File: src/rtl/core/mfrag_pkg.sv
// Shared types and constants for the message fragmenter.
// Used by mfrag_in_stage, mfrag_seq and message_fragmenter; no dependencies.
`default_nettype none

package mfrag_pkg;

  localparam int BYTE_W = 8;
  localparam int LEN_W = 16;
  localparam int CNT_W = 8;
  localparam int HDR_BYTES = 3;
  localparam int IN_W = BYTE_W + LEN_W;
  localparam int USER_W = 2;

  typedef struct packed {
    logic [LEN_W-1:0]  message_length;
    logic [BYTE_W-1:0] data_byte;
  } item_t;

  typedef struct packed {
    logic [BYTE_W-1:0] out_byte;
    logic              packet_end;
    logic              is_payload;
    logic              message_end;
  } beat_t;

endpackage

`default_nettype wire

File: src/rtl/core/mfrag_in_stage.sv
// Input register for the message fragmenter: holds one accepted input beat
// until the sequencer consumes its payload byte. Depends on mfrag_pkg.
`default_nettype none

module mfrag_in_stage
  import mfrag_pkg::*;
(
  input  logic  clk,
  input  logic  rst,
  input  logic  s_valid,
  output logic  s_ready,
  input  item_t s_item,
  input  logic  take,
  output logic  valid,
  output item_t item
);

  assign s_ready = !valid || take;

  always_ff @(posedge clk) begin
    if (rst) begin
      valid <= 1'b0;
    end else if (s_ready) begin
      valid <= s_valid;
    end
  end

  always_ff @(posedge clk) begin
    if (s_valid && s_ready) begin
      item <= s_item;
    end
  end

endmodule

`default_nettype wire

File: src/rtl/core/mfrag_seq.sv
// Header/payload sequencer: message and packet state, packet count, and the
// selection of the next output beat. Depends on mfrag_pkg.
`default_nettype none

module mfrag_seq
  import mfrag_pkg::*;
#(
  parameter int PAYLOAD_BYTES = 247
) (
  input  logic  clk,
  input  logic  rst,
  input  logic  valid,
  input  item_t item,
  input  logic  ld,
  output logic  take,
  output beat_t beat
);

  localparam int PAY_EFF = (PAYLOAD_BYTES < 1) ? 1 : PAYLOAD_BYTES;
  localparam logic [CNT_W:0] PAY_CMP = (CNT_W + 1)'(PAY_EFF);
  localparam int NUM_W = LEN_W + 1;
  localparam int SHIFT = NUM_W + CNT_W;
  localparam int RECIP_W = SHIFT + 1;
  localparam logic [RECIP_W-1:0] RECIP =
    RECIP_W'(((64'd1 << SHIFT) + 64'(PAY_EFF) - 64'd1) / 64'(PAY_EFF));

  typedef enum logic [1:0] {PH_ID, PH_INDEX, PH_COUNT, PH_DATA} phase_t;

  phase_t              phase;
  phase_t              phase_next;
  logic [BYTE_W-1:0]   message_id;
  logic [LEN_W-1:0]    bytes_sent;
  logic [CNT_W-1:0]    offset;
  logic [CNT_W-1:0]    packet_index;
  logic [CNT_W-1:0]    packet_count;

  logic [LEN_W-1:0]         len_eff;
  logic                     start;
  logic [BYTE_W-1:0]        id_eff;
  logic [NUM_W-1:0]         numer;
  logic [NUM_W+RECIP_W-1:0] prod;
  logic [CNT_W-1:0]         count_calc;
  logic                     hdr;
  logic [LEN_W:0]           sent_inc;
  logic                     mend;
  logic                     pend;

  always_comb begin
    len_eff = (item.message_length == '0) ? LEN_W'(1) : item.message_length;
    start = (bytes_sent == '0);
    id_eff = start ? (message_id + BYTE_W'(1)) : message_id;
    numer = {1'b0, len_eff} + NUM_W'(PAY_EFF - 1);
    prod = (NUM_W + RECIP_W)'(numer) * (NUM_W + RECIP_W)'(RECIP);
    count_calc = prod[SHIFT +: CNT_W];
    hdr = (offset == '0) && (phase != PH_DATA);
    sent_inc = {1'b0, bytes_sent} + (LEN_W + 1)'(1);
    mend = (sent_inc >= {1'b0, len_eff});
    pend = mend || (({1'b0, offset} + (CNT_W + 1)'(1)) >= PAY_CMP);
    take = ld && valid && !hdr;

    beat = '0;
    if (hdr) begin
      case (phase)
        PH_ID:    beat.out_byte = id_eff;
        PH_INDEX: beat.out_byte = packet_index;
        PH_COUNT: beat.out_byte = packet_count;
        default:  beat.out_byte = item.data_byte;
      endcase
    end else begin
      beat.out_byte = item.data_byte;
      beat.packet_end = pend;
      beat.is_payload = 1'b1;
      beat.message_end = mend;
    end

    case (phase)
      PH_ID:    phase_next = PH_INDEX;
      PH_INDEX: phase_next = PH_COUNT;
      PH_COUNT: phase_next = PH_DATA;
      default:  phase_next = PH_ID;
    endcase
  end

  always_ff @(posedge clk) begin
    if (rst) begin
      phase <= PH_ID;
      message_id <= '0;
      bytes_sent <= '0;
      offset <= '0;
      packet_index <= '0;
      packet_count <= '0;
    end else if (ld && valid) begin
      if (hdr) begin
        phase <= phase_next;
        if (phase == PH_ID && start) begin
          message_id <= id_eff;
          packet_count <= count_calc;
        end
      end else begin
        phase <= PH_ID;
        if (mend) begin
          bytes_sent <= '0;
          offset <= '0;
          packet_index <= '0;
        end else begin
          bytes_sent <= sent_inc[LEN_W-1:0];
          if (pend) begin
            offset <= '0;
            packet_index <= packet_index + CNT_W'(1);
          end else begin
            offset <= offset + CNT_W'(1);
          end
        end
      end
    end
  end

  a_hdr_in_progress: assert property (@(posedge clk) disable iff (rst)
    (phase != PH_ID) |-> (offset == '0 && valid))
    else $error("header in progress outside a packet start");

  a_msg_end_clears: assert property (@(posedge clk) disable iff (rst)
    (take && beat.message_end) |=>
      (bytes_sent == '0 && offset == '0 && packet_index == '0))
    else $error("message end did not clear position state");

  a_offset_bound: assert property (@(posedge clk) disable iff (rst)
    ({1'b0, offset} < PAY_CMP))
    else $error("offset beyond payload size");

  a_hdr_advance: assert property (@(posedge clk) disable iff (rst)
    (ld && valid && hdr) |=> (phase != PH_ID))
    else $error("header beat did not advance phase");

endmodule

`default_nettype wire

File: src/rtl/core/message_fragmenter.sv
// A beat accepted on the slave side passes the input register, then the output register,
// before its first result shows on the master side.
// Inside a packet, one input beat per cycle while the master side does not stall;
// a beat opening a packet waits while three header bytes precede its payload byte.
// Reset (rst, synchronous): empties both registers, message id and all counters go to zero.
// Top level: input register, sequencer and output register. Depends on mfrag_pkg.
`default_nettype none

module message_fragmenter
  import mfrag_pkg::*;
#(
  parameter int PAYLOAD_BYTES = 247
) (
  input  logic              clk,
  input  logic              rst,
  input  logic              s_axis_tvalid,
  output logic              s_axis_tready,
  input  logic [IN_W-1:0]   s_axis_tdata,   // data_byte[7:0], message_length[23:8]
  output logic              m_axis_tvalid,
  input  logic              m_axis_tready,
  output logic [BYTE_W-1:0] m_axis_tdata,   // out_byte[7:0]
  output logic              m_axis_tlast,
  output logic [USER_W-1:0] m_axis_tuser    // is_payload[0], message_end[1]
);

  item_t s_item;
  item_t item;
  logic  valid;
  logic  take;
  logic  ld;
  beat_t beat;
  beat_t out_beat;

  assign s_item.data_byte = s_axis_tdata[BYTE_W-1:0];
  assign s_item.message_length = s_axis_tdata[IN_W-1:BYTE_W];

  mfrag_in_stage u_in (
    .clk     (clk),
    .rst     (rst),
    .s_valid (s_axis_tvalid),
    .s_ready (s_axis_tready),
    .s_item  (s_item),
    .take    (take),
    .valid   (valid),
    .item    (item)
  );

  mfrag_seq #(
    .PAYLOAD_BYTES (PAYLOAD_BYTES)
  ) u_seq (
    .clk   (clk),
    .rst   (rst),
    .valid (valid),
    .item  (item),
    .ld    (ld),
    .take  (take),
    .beat  (beat)
  );

  assign ld = !m_axis_tvalid || m_axis_tready;

  always_ff @(posedge clk) begin
    if (rst) begin
      m_axis_tvalid <= 1'b0;
    end else if (ld) begin
      m_axis_tvalid <= valid;
    end
  end

  always_ff @(posedge clk) begin
    if (ld) begin
      out_beat <= beat;
    end
  end

  assign m_axis_tdata = out_beat.out_byte;
  assign m_axis_tlast = out_beat.packet_end;
  assign m_axis_tuser = {out_beat.message_end, out_beat.is_payload};

endmodule

`default_nettype wire
File: config.mk
export PLATFORM = sky130hd
export DESIGN_NAME = message_fragmenter
export DESIGN_NICKNAME = d
export VERILOG_FILES = /design/src/rtl/core/mfrag_pkg.sv /design/src/rtl/core/mfrag_in_stage.sv /design/src/rtl/core/mfrag_seq.sv /design/src/rtl/core/message_fragmenter.sv
export SDC_FILE = /design/constraint.sdc
export NUM_CORES = 1
export LEC_CHECK = 0
export ABC_AREA = 1
export BUFFER_PORTS_ARGS = -buffer_cell sky130_fd_sc_hd__buf_4
export CAP_MARGIN = 25
export CORE_MARGIN = 5
export CORE_UTILIZATION = 51
export CTS_BUF_LIST = sky130_fd_sc_hd__clkbuf_2
export DETAILED_ROUTE_END_ITERATION = 16
export GPL_ROUTABILITY_DRIVEN = 0
export PLACE_DENSITY_LB_ADDON = 0.05
export SYNTH_ARGS = -nofsm -noshare
export SYNTH_HDL_FRONTEND = slang
export SYNTH_SLANG_ARGS = --single-unit
File: constraint.sdc
create_clock -name clk -period 7.4 [get_ports clk]
set_input_delay 1.48 -clock clk [delete_from_list [all_inputs] [get_ports clk]]
set_output_delay 1.48 -clock clk [all_outputs]
set_load 0.05 [all_outputs]
==> Word-level counts from Yosys, hierarchy flattened <==
Index checks and enable logic that the tools add are counted.
{ "word_totals": {"reg_bits": 87, "output_inout_bits": 13, "wordCells": 58} }
{ "classes": {"magnitude_cmp": 2, "multipliers": 1, "eq_ne": 3, "muxes": 12, "n_reduce_logical": 19, "bitwise_logic": 1, "add_sub_neg": 6} }
{ "op_table": {"columns": ["op", "count"], "rows": [
  ["$mux 8", 6],
  ["$logic_not 16->1", 2],
  ["$mux 16", 2],
  ["$mul 17x15->30 const B", 1],
  ["$add 8x1->8 const B", 3],
  ["$pmux 8 s3", 1],
  ["$add 16x1->17 const B", 1],
  ["$add 16x8->17 const B", 1],
  ["$ge 17x16->1", 1],
  ["$add 8x1->9 const B", 1],
  ["$ge 9x8->1 const B", 1],
  ["$logic_not 8->1", 1],
  ["$pmux 2 s3", 1],
  ["$reduce_and 3->1", 2],
  ["$logic_and 1x1->1", 5],
  ["$mux 2", 2],
  ["$logic_not 1->1", 3],
  ["$logic_or 1x1->1", 3],
  ["$eq 2x1->1 const B", 1],
  ["$eq 2x2->1 const B", 1],
  ["$logic_not 2->1", 1],
  ["$ne 2x2->1 const B", 1],
  ["$reduce_and 2->1", 1],
  ["$reduce_bool 2->1", 1],
  ["$not 1->1", 1]
]} }

==> Logic depth before layout (Yosys ltp) <==
Gate-level depths: netlist of the first run.
{ "depth": {"word_depth": 6, "ltp_mapped": 30, "ltp_nobuf": 30} }

==> Cells and area by module <==
Synthesis of the first run repeated with hierarchy kept, for this count alone.
{ "unflattened": {"hier_cells": 1091, "area_unflattened_um2": 8807.2} }
{ "modules_own_cells": {"columns": ["mod", "area_per_inst_um2", "cells_each", "instances", "seq_area_each_um2"], "rows": [
  ["mfrag_seq", 7666.1, 1045, 1, 1001.0],
  ["mfrag_in_stage", 768.2, 30, 1, 740.7],
  ["message_fragmenter", 372.9, 16, 1, 350.3]
]} }

==> Worst setup path before layout of the first run <==
Ideal clock, no wire load.
{ "synth_timing": {"path_kind": "reg2reg", "from": "reg u_in.item[9] (netlist name)", "to": "reg u_seq.packet_count[2]", "required_ns": 7.291, "t_arrival_ns": 5.403, "setup_slack_ns": 1.888, "n_path_buf": 0, "stages_incl_launch_ff": 30, "setup_time_ns": 0.109, "cell_sequence": "edfxtp_1 -> inv_1 -> ha_1 -> o21ai_2 -> nor2_1 -> a21oi_4 -> inv_2 -> nor3_1 -> xor2_1 -> ha_1 -> and2_1 -> nor2_1 -> ha_1 -> fa_1 -> fa_1 -> inv_1 -> fa_1 -> inv_1 -> ha_1 -> a21oi_1 -> nor2_1 -> nor2_1 -> o21a_1 -> o21ai_0 -> a21boi_0 -> nand2_1 -> nand2_1 -> nand3_1 -> nand2_1 -> inv_1"} }
{ "synth_via": {"elab_chain_len": 4} }
{ "synth_rtl": {"columns": ["element", "line", "rtl"], "rows": [
  ["$logic_not 16->1", "mfrag_seq.sv:49", "len_eff = (item.message_length == '0) ? LEN_W'(1) : item.message_length;"],
  ["$mux 16 (*)", "mfrag_seq.sv:49", null],
  ["$add 16x8->17 (*)", "mfrag_seq.sv:52", "numer = {1'b0, len_eff} + NUM_W'(PAY_EFF - 1);"],
  ["$mul 17x15->30 (*)", "mfrag_seq.sv:53", "prod = (NUM_W + RECIP_W)'(numer) * (NUM_W + RECIP_W)'(RECIP);"],
  ["end signal: assignment", "mfrag_seq.sv:97", "packet_count <= count_calc;"],
  ["end: declaration", "mfrag_seq.sv:35", "logic [CNT_W-1:0] packet_count;"]
]} }
Every way passes the cells marked *; elsewhere a longest branch is shown, timed or not.
A chain may end at the register's enable or synchronous reset.

==> Worst setup path after layout of the first run <==
{ "layout_timing": {"from": "reg u_in.item[9] (netlist name)", "to": "reg u_seq.packet_count[5]"} }
{ "layout_via": {"elab_chain_len": 4} }
{ "layout_rtl": {"columns": ["element", "line"], "rows": [
  ["$logic_not 16->1", "mfrag_seq.sv:49"],
  ["$mux 16 (*)", "mfrag_seq.sv:49"],
  ["$add 16x8->17 (*)", "mfrag_seq.sv:52"],
  ["$mul 17x15->30 (*)", "mfrag_seq.sv:53"]
]} }
Marks and branches as above.

==> metrics.md, run 1 <==
| Metric | Value |
|---|---|
| Status | complete, no violations |
| Placed cell count | 1353 |
| Class of the worst hold path | reg2reg |
| Root Buffer | clkbuf_2 |
| Avg Cell Area, Syn | 8.018 sq um |
| Fin nets | 1360 |
| RSZ-0062 raised after global routing | no |
| Worst setup EP type | flop |
| P per Cell Area | 308.6 nW/um^2 |
| Full die area | 19970 sq um |
| P&R area growth vs syn | 7.070% |
| Global-route track usage on met2 | 35.64% |
| Cell family with the largest share of critical-path delay | adder cells |
| Row count | 48 |
| Via density | 5.242 |
| Rel. slew slack | 44.38% |
| Worst Path Arrival | 6690 ps |
| DIE HEIGHT | 141.3 um |
| Tcrit/Tclk final | 83.18% |
| Hold Fails Final Rpt | 0 |
| Initial detailed-routing violation count | 428 |
| Vias in the first global route | 6930 |
| Pin count of the biggest net entering global routing | 18 |
| Post-synth EDFFs | 35 |
| Critical path startpoint | u_in.item[9] |
| CP bufs+invs | 5 |
| WL final | 21400 um |
| Clock latency on the worst-skew pair | 610 ps |
| Fin. max-slew vios | 0 |
| Top_reg_cell synth | dfxtp_1 |
| Final non-filler cell total | 1370 |
| Startpoint types | flop |
| Critical path required time | 7930 ps |
| CP Max Fanout | 7 |
| Post-DP HPWL | 17630 um |
| Routed WL per cell | 15.62 um |
| Max Freq | 0.1625 GHz |
| Crit-path max cell delay | 580 ps |
| Initial Util | 51.39% |
| Total track usage | 22.08% |
| Most frequent cells in the layout | inv_1, nand2_1, ha_1 |
| Warnings, synthesis | 0 |
| Clock sink count | 87 |
| Post-Synthesis Cells | 1097 |
| Post-synth ARST share | 0% |
| GR Overflow Total | 0 |
| Placement-stage cell area | 9318 sq um |
| Cts repair resizes | 0 |
| Global route hottest layer | met2 |
| DR vias | 7181 |
| Syn nets | 1317 |
| Core area | 17120 sq um |
| Commonest non-fill, non-tap cell in the layout | inv_1 |
| Final Critical Period | 6155 ps |
| Top-Level Pins | 41 |
| DRC errors left | 0 |
| Maxcap violations | 0 |
| Slowest cell on crit path | xor2_1 |
| Number of synthesized register bits | 87 |
| Hold_sp | u_seq.phase[0] |
| Final instance area | 9418 sq um |
| GR Util met3 | 3.202% |
| # setup viols final | 0 |
| Slew of the pin with the lowest slew margin | 831.4 ps |
| Setup Buffers After CTS | 0 |
| Fin Clk Skew | 45.62 ps |
| Maximum VDD drop | 0.0002072 V |
| CTS tree | done |
| Die Width | 141.3 um |
| Layout fillers | 1653 |
| Yosys cell types | 48 |
| Crit Path Category | reg2reg |
| H-tree depth | 3 |
| Reg2reg setup slack | 1240 ps |
| DR pass1 iterations | 5 |
| ANT nets after route | 0 |
| Port Buffers | 40 |
| Post-Synthesis Cell Area | 8796 sq um |
| Cts hold-fix bufs | 0 |
| Ant. Diodes | 0 |
| Layout cells sized above 1 | 8.472% |
| Global-route track usage on met1 | 32.03% |
| First-pass GRT wire length | 35140 um |
| Leak | 4.860 nW |
| Clk slew on worst S/H paths | 270 ps |
| Final TNS setup | 0 ps |
| Clock Tree Buf Depth | 2 |
| CTS buffer count | 9 |
| Initial antenna violation count | 0 |
| Reg-to-Reg Start | u_in.item[9] |
| Register area share after synthesis | 23.78% |
==> synth_stat cells (4+ instances only) <==
cell type,n,area [sq um]
inv_1,202,758.2
nand2_1,180,675.7
ha_1,149,1864
nor2_1,108,405.4
dfxtp_1,52,1041
nand3_1,52,260.3
a21oi_1,51,255.2
fa_1,43,860.8
edfxtp_1,35,1051
xor2_1,35,306.5
o21ai_0,27,135.1
nor3_1,25,125.1
o22ai_1,17,106.4
nand4_1,12,75.07
nor4_1,12,75.07
a21o_1,8,60.06
nor2_4,7,78.83
buf_6,6,67.56
clkbuf_1,5,18.77
inv_2,5,18.77
o21ai_1,5,25.02
a211oi_1,4,30.03
a221oi_1,4,35.03
nand2_2,4,25.02
nand2_4,4,45.04
o211ai_1,4,30.03
o31ai_1,4,30.03
xnor2_1,4,35.03
==> registers in the layout, summed over array words and instances, names as in the netlist, 2 cells and up <==
signal and cells:
u_seq.packet_index 8, m_axis_tuser 2, u_seq.message_id 8, u_in.item 24, u_seq.offset 8, u_seq.packet_count 8
u_seq.bytes_sent 16, m_axis_tdata 8, u_seq.phase 2
==> area by class of cell <==
cell class | instances | area [sq um] | area share (%)
repair buffers | 47 | 350.3 | 3.720
clock buffers | 10 | 50.05 | 0.5314
well taps | 225 | 281.5 | 2.989
inverters | 207 | 777.0 | 8.250
flip-flops and latches | 87 | 2092 | 22.21
multi-input cells | 788 | 5822 | 61.82
clock inverters | 6 | 45.04 | 0.4783
==> path summary, 6_finish.rpt <==
kind              cells after the start               endpoint
setup / recovery                     27  u_seq.packet_count[5]
hold / removal                        2         u_seq.phase[0]
setup reg to reg                     27  u_seq.packet_count[5]
hold reg to reg                       2         u_seq.phase[0]
==> kinds of logic (layout without fill, tap and decap cells) <==
group	Yosys count	in the layout	share of synthesized area (%)
adder cells (fa/ha/maj)	192	192	30.98
AND/OR/NAND/NOR	420	420	21.96
AO/OA/AOI/OAI	136	136	9.132
flip-flops	87	87	23.78
buffers and inverters	222	270	10.07
XOR/XNOR	40	40	4.068
==> through the flow <==
step,util [%],total power [mW],setup slack (ps),hold slack [ps]
after global routing,55.02,3.251,800.6,541.3
after detailed placement,54.44,2.665,1194,502.1
after global placement,54.44,2.657,1316,497.7
after CTS,54.99,2.908,1201,528.8
after floorplan,-,2.100,1888,469.4
final,55.02,2.907,1245,526.7
==> worst register-to-register path: cells and delay by family (launching register included) <==
kind | cells | cell delay [ps]
XOR/XNOR | 1 | 580
flip-flops | 1 | 410
AND/OR/NAND/NOR | 9 | 1160
adder cells (fa/ha/maj) | 8 | 3040
AO/OA/AOI/OAI | 4 | 570
buffers and inverters | 5 | 350
==> where the power goes <==
group / internal, mW / switching, mW / total (mW)
logic: 0.747 / 1.38 / 2.13
registers: 0.538 / 0.0221 / 0.560
clock network: 0.0465 / 0.175 / 0.222
total: 1.33 / 1.58 / 2.91
==> layer usage <==
metal | vias to the layer above | routed length, um
met2 | 157 | 9748
met1 | 3328 | 10580
li1 | 3682 | -
met3 | 14 | 912
met4 | 0 | 165
met5 | - | 0
No activity file was read; power rests on OpenSTA's default activity.
==> run 2: changes to the inputs <==
- ABC_AREA: 1 -> 0
- clock period: 7.4 -> 5.96 ns (I/O delays scaled with it)
==> metrics.md, run 2 <==
| Metric | Value |
|---|---|
| Status | complete, no violations |
| H-tree depth | 3 (unchanged) |
| Commonest non-fill, non-tap cell in the layout | ha_1 |
| Ant. Diodes | 0 (unchanged) |
| Fin. max-slew vios | 0 (unchanged) |
| Maxcap violations | 0 (unchanged) |
| Clk slew on worst S/H paths | 220 ps (-50 ps) |
| Syn nets | 1105 (-16%) |
| DR pass1 iterations | 5 (unchanged) |
| Avg Cell Area, Syn | 9.318 sq um (+16%) |
| Worst Path Arrival | 6300 ps (-390 ps) |
| Post-Synthesis Cells | 885 (-19%) |
| Initial antenna violation count | 0 (unchanged) |
| Row count | 46 (-4.2%) |
| Hold Fails Final Rpt | 0 (unchanged) |
| Critical path required time | 6480 ps (-1450 ps) |
| WL final | 19990 um (-6.6%) |
| Layout fillers | 1405 (-15%) |
| Pin count of the biggest net entering global routing | 47 (+29) |
| First-pass GRT wire length | 32550 um (-7.4%) |
| Top cell type's share of synthesized area | 22.61% (+1.4 points) |
| Layout cells sized above 1 | 16.91% (+8.4 points) |
| Synth top area cells | ha_1, edfxtp_1, dfxtp_1, fa_1, inv_1 |
| Initial Util | 51.91% (+0.53 points) |
| Crit Path Category | reg2reg |
| Routed WL per cell | 17.02 um (+9.0%) |
| Yosys cell types | 71 (+48%) |
| CTS buffer count | 9 (unchanged) |
| Post-synth ARST share | 0% (unchanged) |
| Startpoint types | flop |
| Port Buffers | 40 (unchanged) |
| DRC errors left | 0 (unchanged) |
| Clock latency on the worst-skew pair | 620 ps (about the same) |
| ANT nets after route | 0 (unchanged) |
| Worst setup EP type | flop |
| Count leader, synth | ha_1 |
| Worst hold margin | 512.9 ps (-13.81 ps) |
| Post-Synthesis Cell Area | 8247 sq um (-6.2%) |
| Slew of the pin with the lowest slew margin | 991.1 ps (+159.7 ps) |
| Total track usage | 21.97% (-0.11 points) |
| Top reg by flops | u_in.item |
| Cell taking the most area after synthesis | ha_1 |
| Design Power | 3.288 mW (+13%) |
| GR Overflow Total | 0 (unchanged) |
| Via density | 5.595 (+6.7%) |
| Fin Clk Skew | 18.28 ps (-27.34 ps) |
| PnR worst setup slack | 176.9 ps (-1068 ps) |
| Post-DP HPWL | 15760 um (-11%) |
| Final Critical Period | 5783 ps (-372.3 ps) |
| # setup viols final | 0 (unchanged) |
| Clock sink count | 87 (unchanged) |
| CTS tree | done |
| Die Width | 137.2 um (-2.9%) |
| Most frequent cells after synthesis | ha_1, inv_1, nand2_1, a21oi_1, dfxtp_1 |
| Top-Level Pins | 41 (unchanged) |
| Fin nets | 1173 (-14%) |
| Most frequent cells in the layout | ha_1, inv_1, buf_4 |
| Top flop regs | u_in.item x24, u_seq.bytes_sent x16 |
| Clock Tree Buf Depth | 2 (unchanged) |
| Max reg flops | 24 (unchanged) |
| Fin util | 59.67% (+4.7 points) |
| Top_reg_cell synth | dfxtp_1 |
| DIE HEIGHT | 137.2 um (-2.9%) |
| Vias in the first global route | 6521 (-5.9%) |
| Warnings, synthesis | 0 (unchanged) |
| Post-synth EDFFs | 35 (unchanged) |
| Max Freq | 0.1729 GHz (+6.4%) |
| Register area share after synthesis | 25.37% (+1.6 points) |
| Leak | 4.297 nW (-12%) |
| Root Buffer | clkbuf_2 |
| Number of synthesized register bits | 87 (unchanged) |
| P&R area growth vs syn | 14.94% |
| Post-Place Setup Slack | -53.50 ps (-1248 ps) |
| Final TNS setup | 0 ps (unchanged) |
| Full die area | 18810 sq um (-5.8%) |
| DR vias | 6569 (-8.5%) |
| Core area | 15890 sq um (-7.2%) |
| Tcrit/Tclk final | 97.03% (+14 points) |
| P per Cell Area | 346.8 nW/um^2 (+12%) |
| Initial detailed-routing violation count | 439 (+2.6%) |
| Rel. slew slack | 33.42% (-11 points) |
| Maximum VDD drop | 0.0002714 V (+31%) |
| Class of the worst hold path | reg2reg |
| CP Max Fanout | 5 (-2) |
run 2: changes by cell type after synthesis, moves of 10 or more:
| cell | delta |
|---|---|
| and2_1 | +10 |
| nand3_1 | -16 |
| nor2_1 | -79 |
| nand2_1 | -109 |
| xor2_1 | -22 |
| a31oi_1 | +11 |
| inv_1 | -79 |
| and3_1 | +15 |
| clkbuf_1 | +11 |
| o22ai_1 | -16 |
| xnor2_1 | +26 |
run 2: stage by stage:
step | instance area, sq um | std cells
floorplan | 8247 | 885
global placement | 8916 | 1141
detailed placement | 8916 | 1141
CTS | 9054 | 1160
global route | 9479 | 1174
finish | 9479 | 1174
run 2: final timing paths:
| kind | start | to | slack (ps) | cells after the start |
|---|---|---|---|---|
| worst min-delay path | u_seq.packet_index[7] | u_seq.packet_index[7] | 510 | 2 |
| worst max-delay path | u_in.item[14] | u_seq.packet_count[1] | 180 | 22 |
| worst max register to register | u_in.item[14] | u_seq.packet_count[1] | 180 | 22 |
| worst min register to register | u_seq.packet_index[7] | u_seq.packet_index[7] | 510 | 2 |
run 2: critical path, stage by stage (launching register included):
cell      delay [ps]
edfxtp_1         480
nor4_4           430
buf_4            220
a211oi_2          80
xnor2_2          130
buf_4            160
ha_1             290
ha_1             290
ha_1             320
fa_1             420
fa_1             520
inv_1             50
fa_1             520
inv_1             40
ha_1             350
and4_4           220
nand2_2          120
nor4b_4           60
a311o_1          370
buf_4            150
or3_1            300
nand3_1          100
a21oi_1           70
run 2: report_power, final:
group / leakage [nW] / switching [mW] / total [mW] / internal, mW
Combinational: 3.46 / 1.32 / 2.33 / 1.02
Clock: 0.0582 / 0.212 / 0.273 / 0.0608
Sequential: 0.777 / 0.0276 / 0.683 / 0.656
Total: 4.30 / 1.56 / 3.29 / 1.73
run 2: cell families after synthesis:
logic type / count (synthesis) / share of synthesized area (%)
XOR/XNOR: 44 / 4.840
AND/OR/NAND/NOR: 240 / 15.35
adder cells (fa/ha/maj): 192 / 33.05
buffers and inverters: 151 / 7.010
AO/OA/AOI/OAI: 168 / 13.99
flip-flops: 87 / 25.37
multiplexers: 3 / 0.3945
run 2: area by class of cell:
type,instances,area (sq um),share of cell area (%)
flip-flops and latches,87,2092,22.07
well taps,216,270.3,2.851
clock inverters,3,20.02,0.2112
clock buffers,13,65.06,0.6864
inverters,123,461.7,4.871
repair buffers,85,638.1,6.732
multi-input cells,647,5932,62.58
run 2: what timing repair did:
item / CTS / global route
hold buffers: 0 / 0
gates cloned: 0 / 0
setup endpoints to repair: 6 / 8
pin swaps: 3 / 26
resized for setup: 7 / 53
buffers inserted: 3 / 14
endpoints found under the hold margin: 0 / 0
run 2: metal layers:
layer  part of all wire, %  GRT usage [%]
met2                    45          34.82
met4                   2.5          5.876
met5                     0              0
met3                   3.5          4.081
met1                    49          30.89
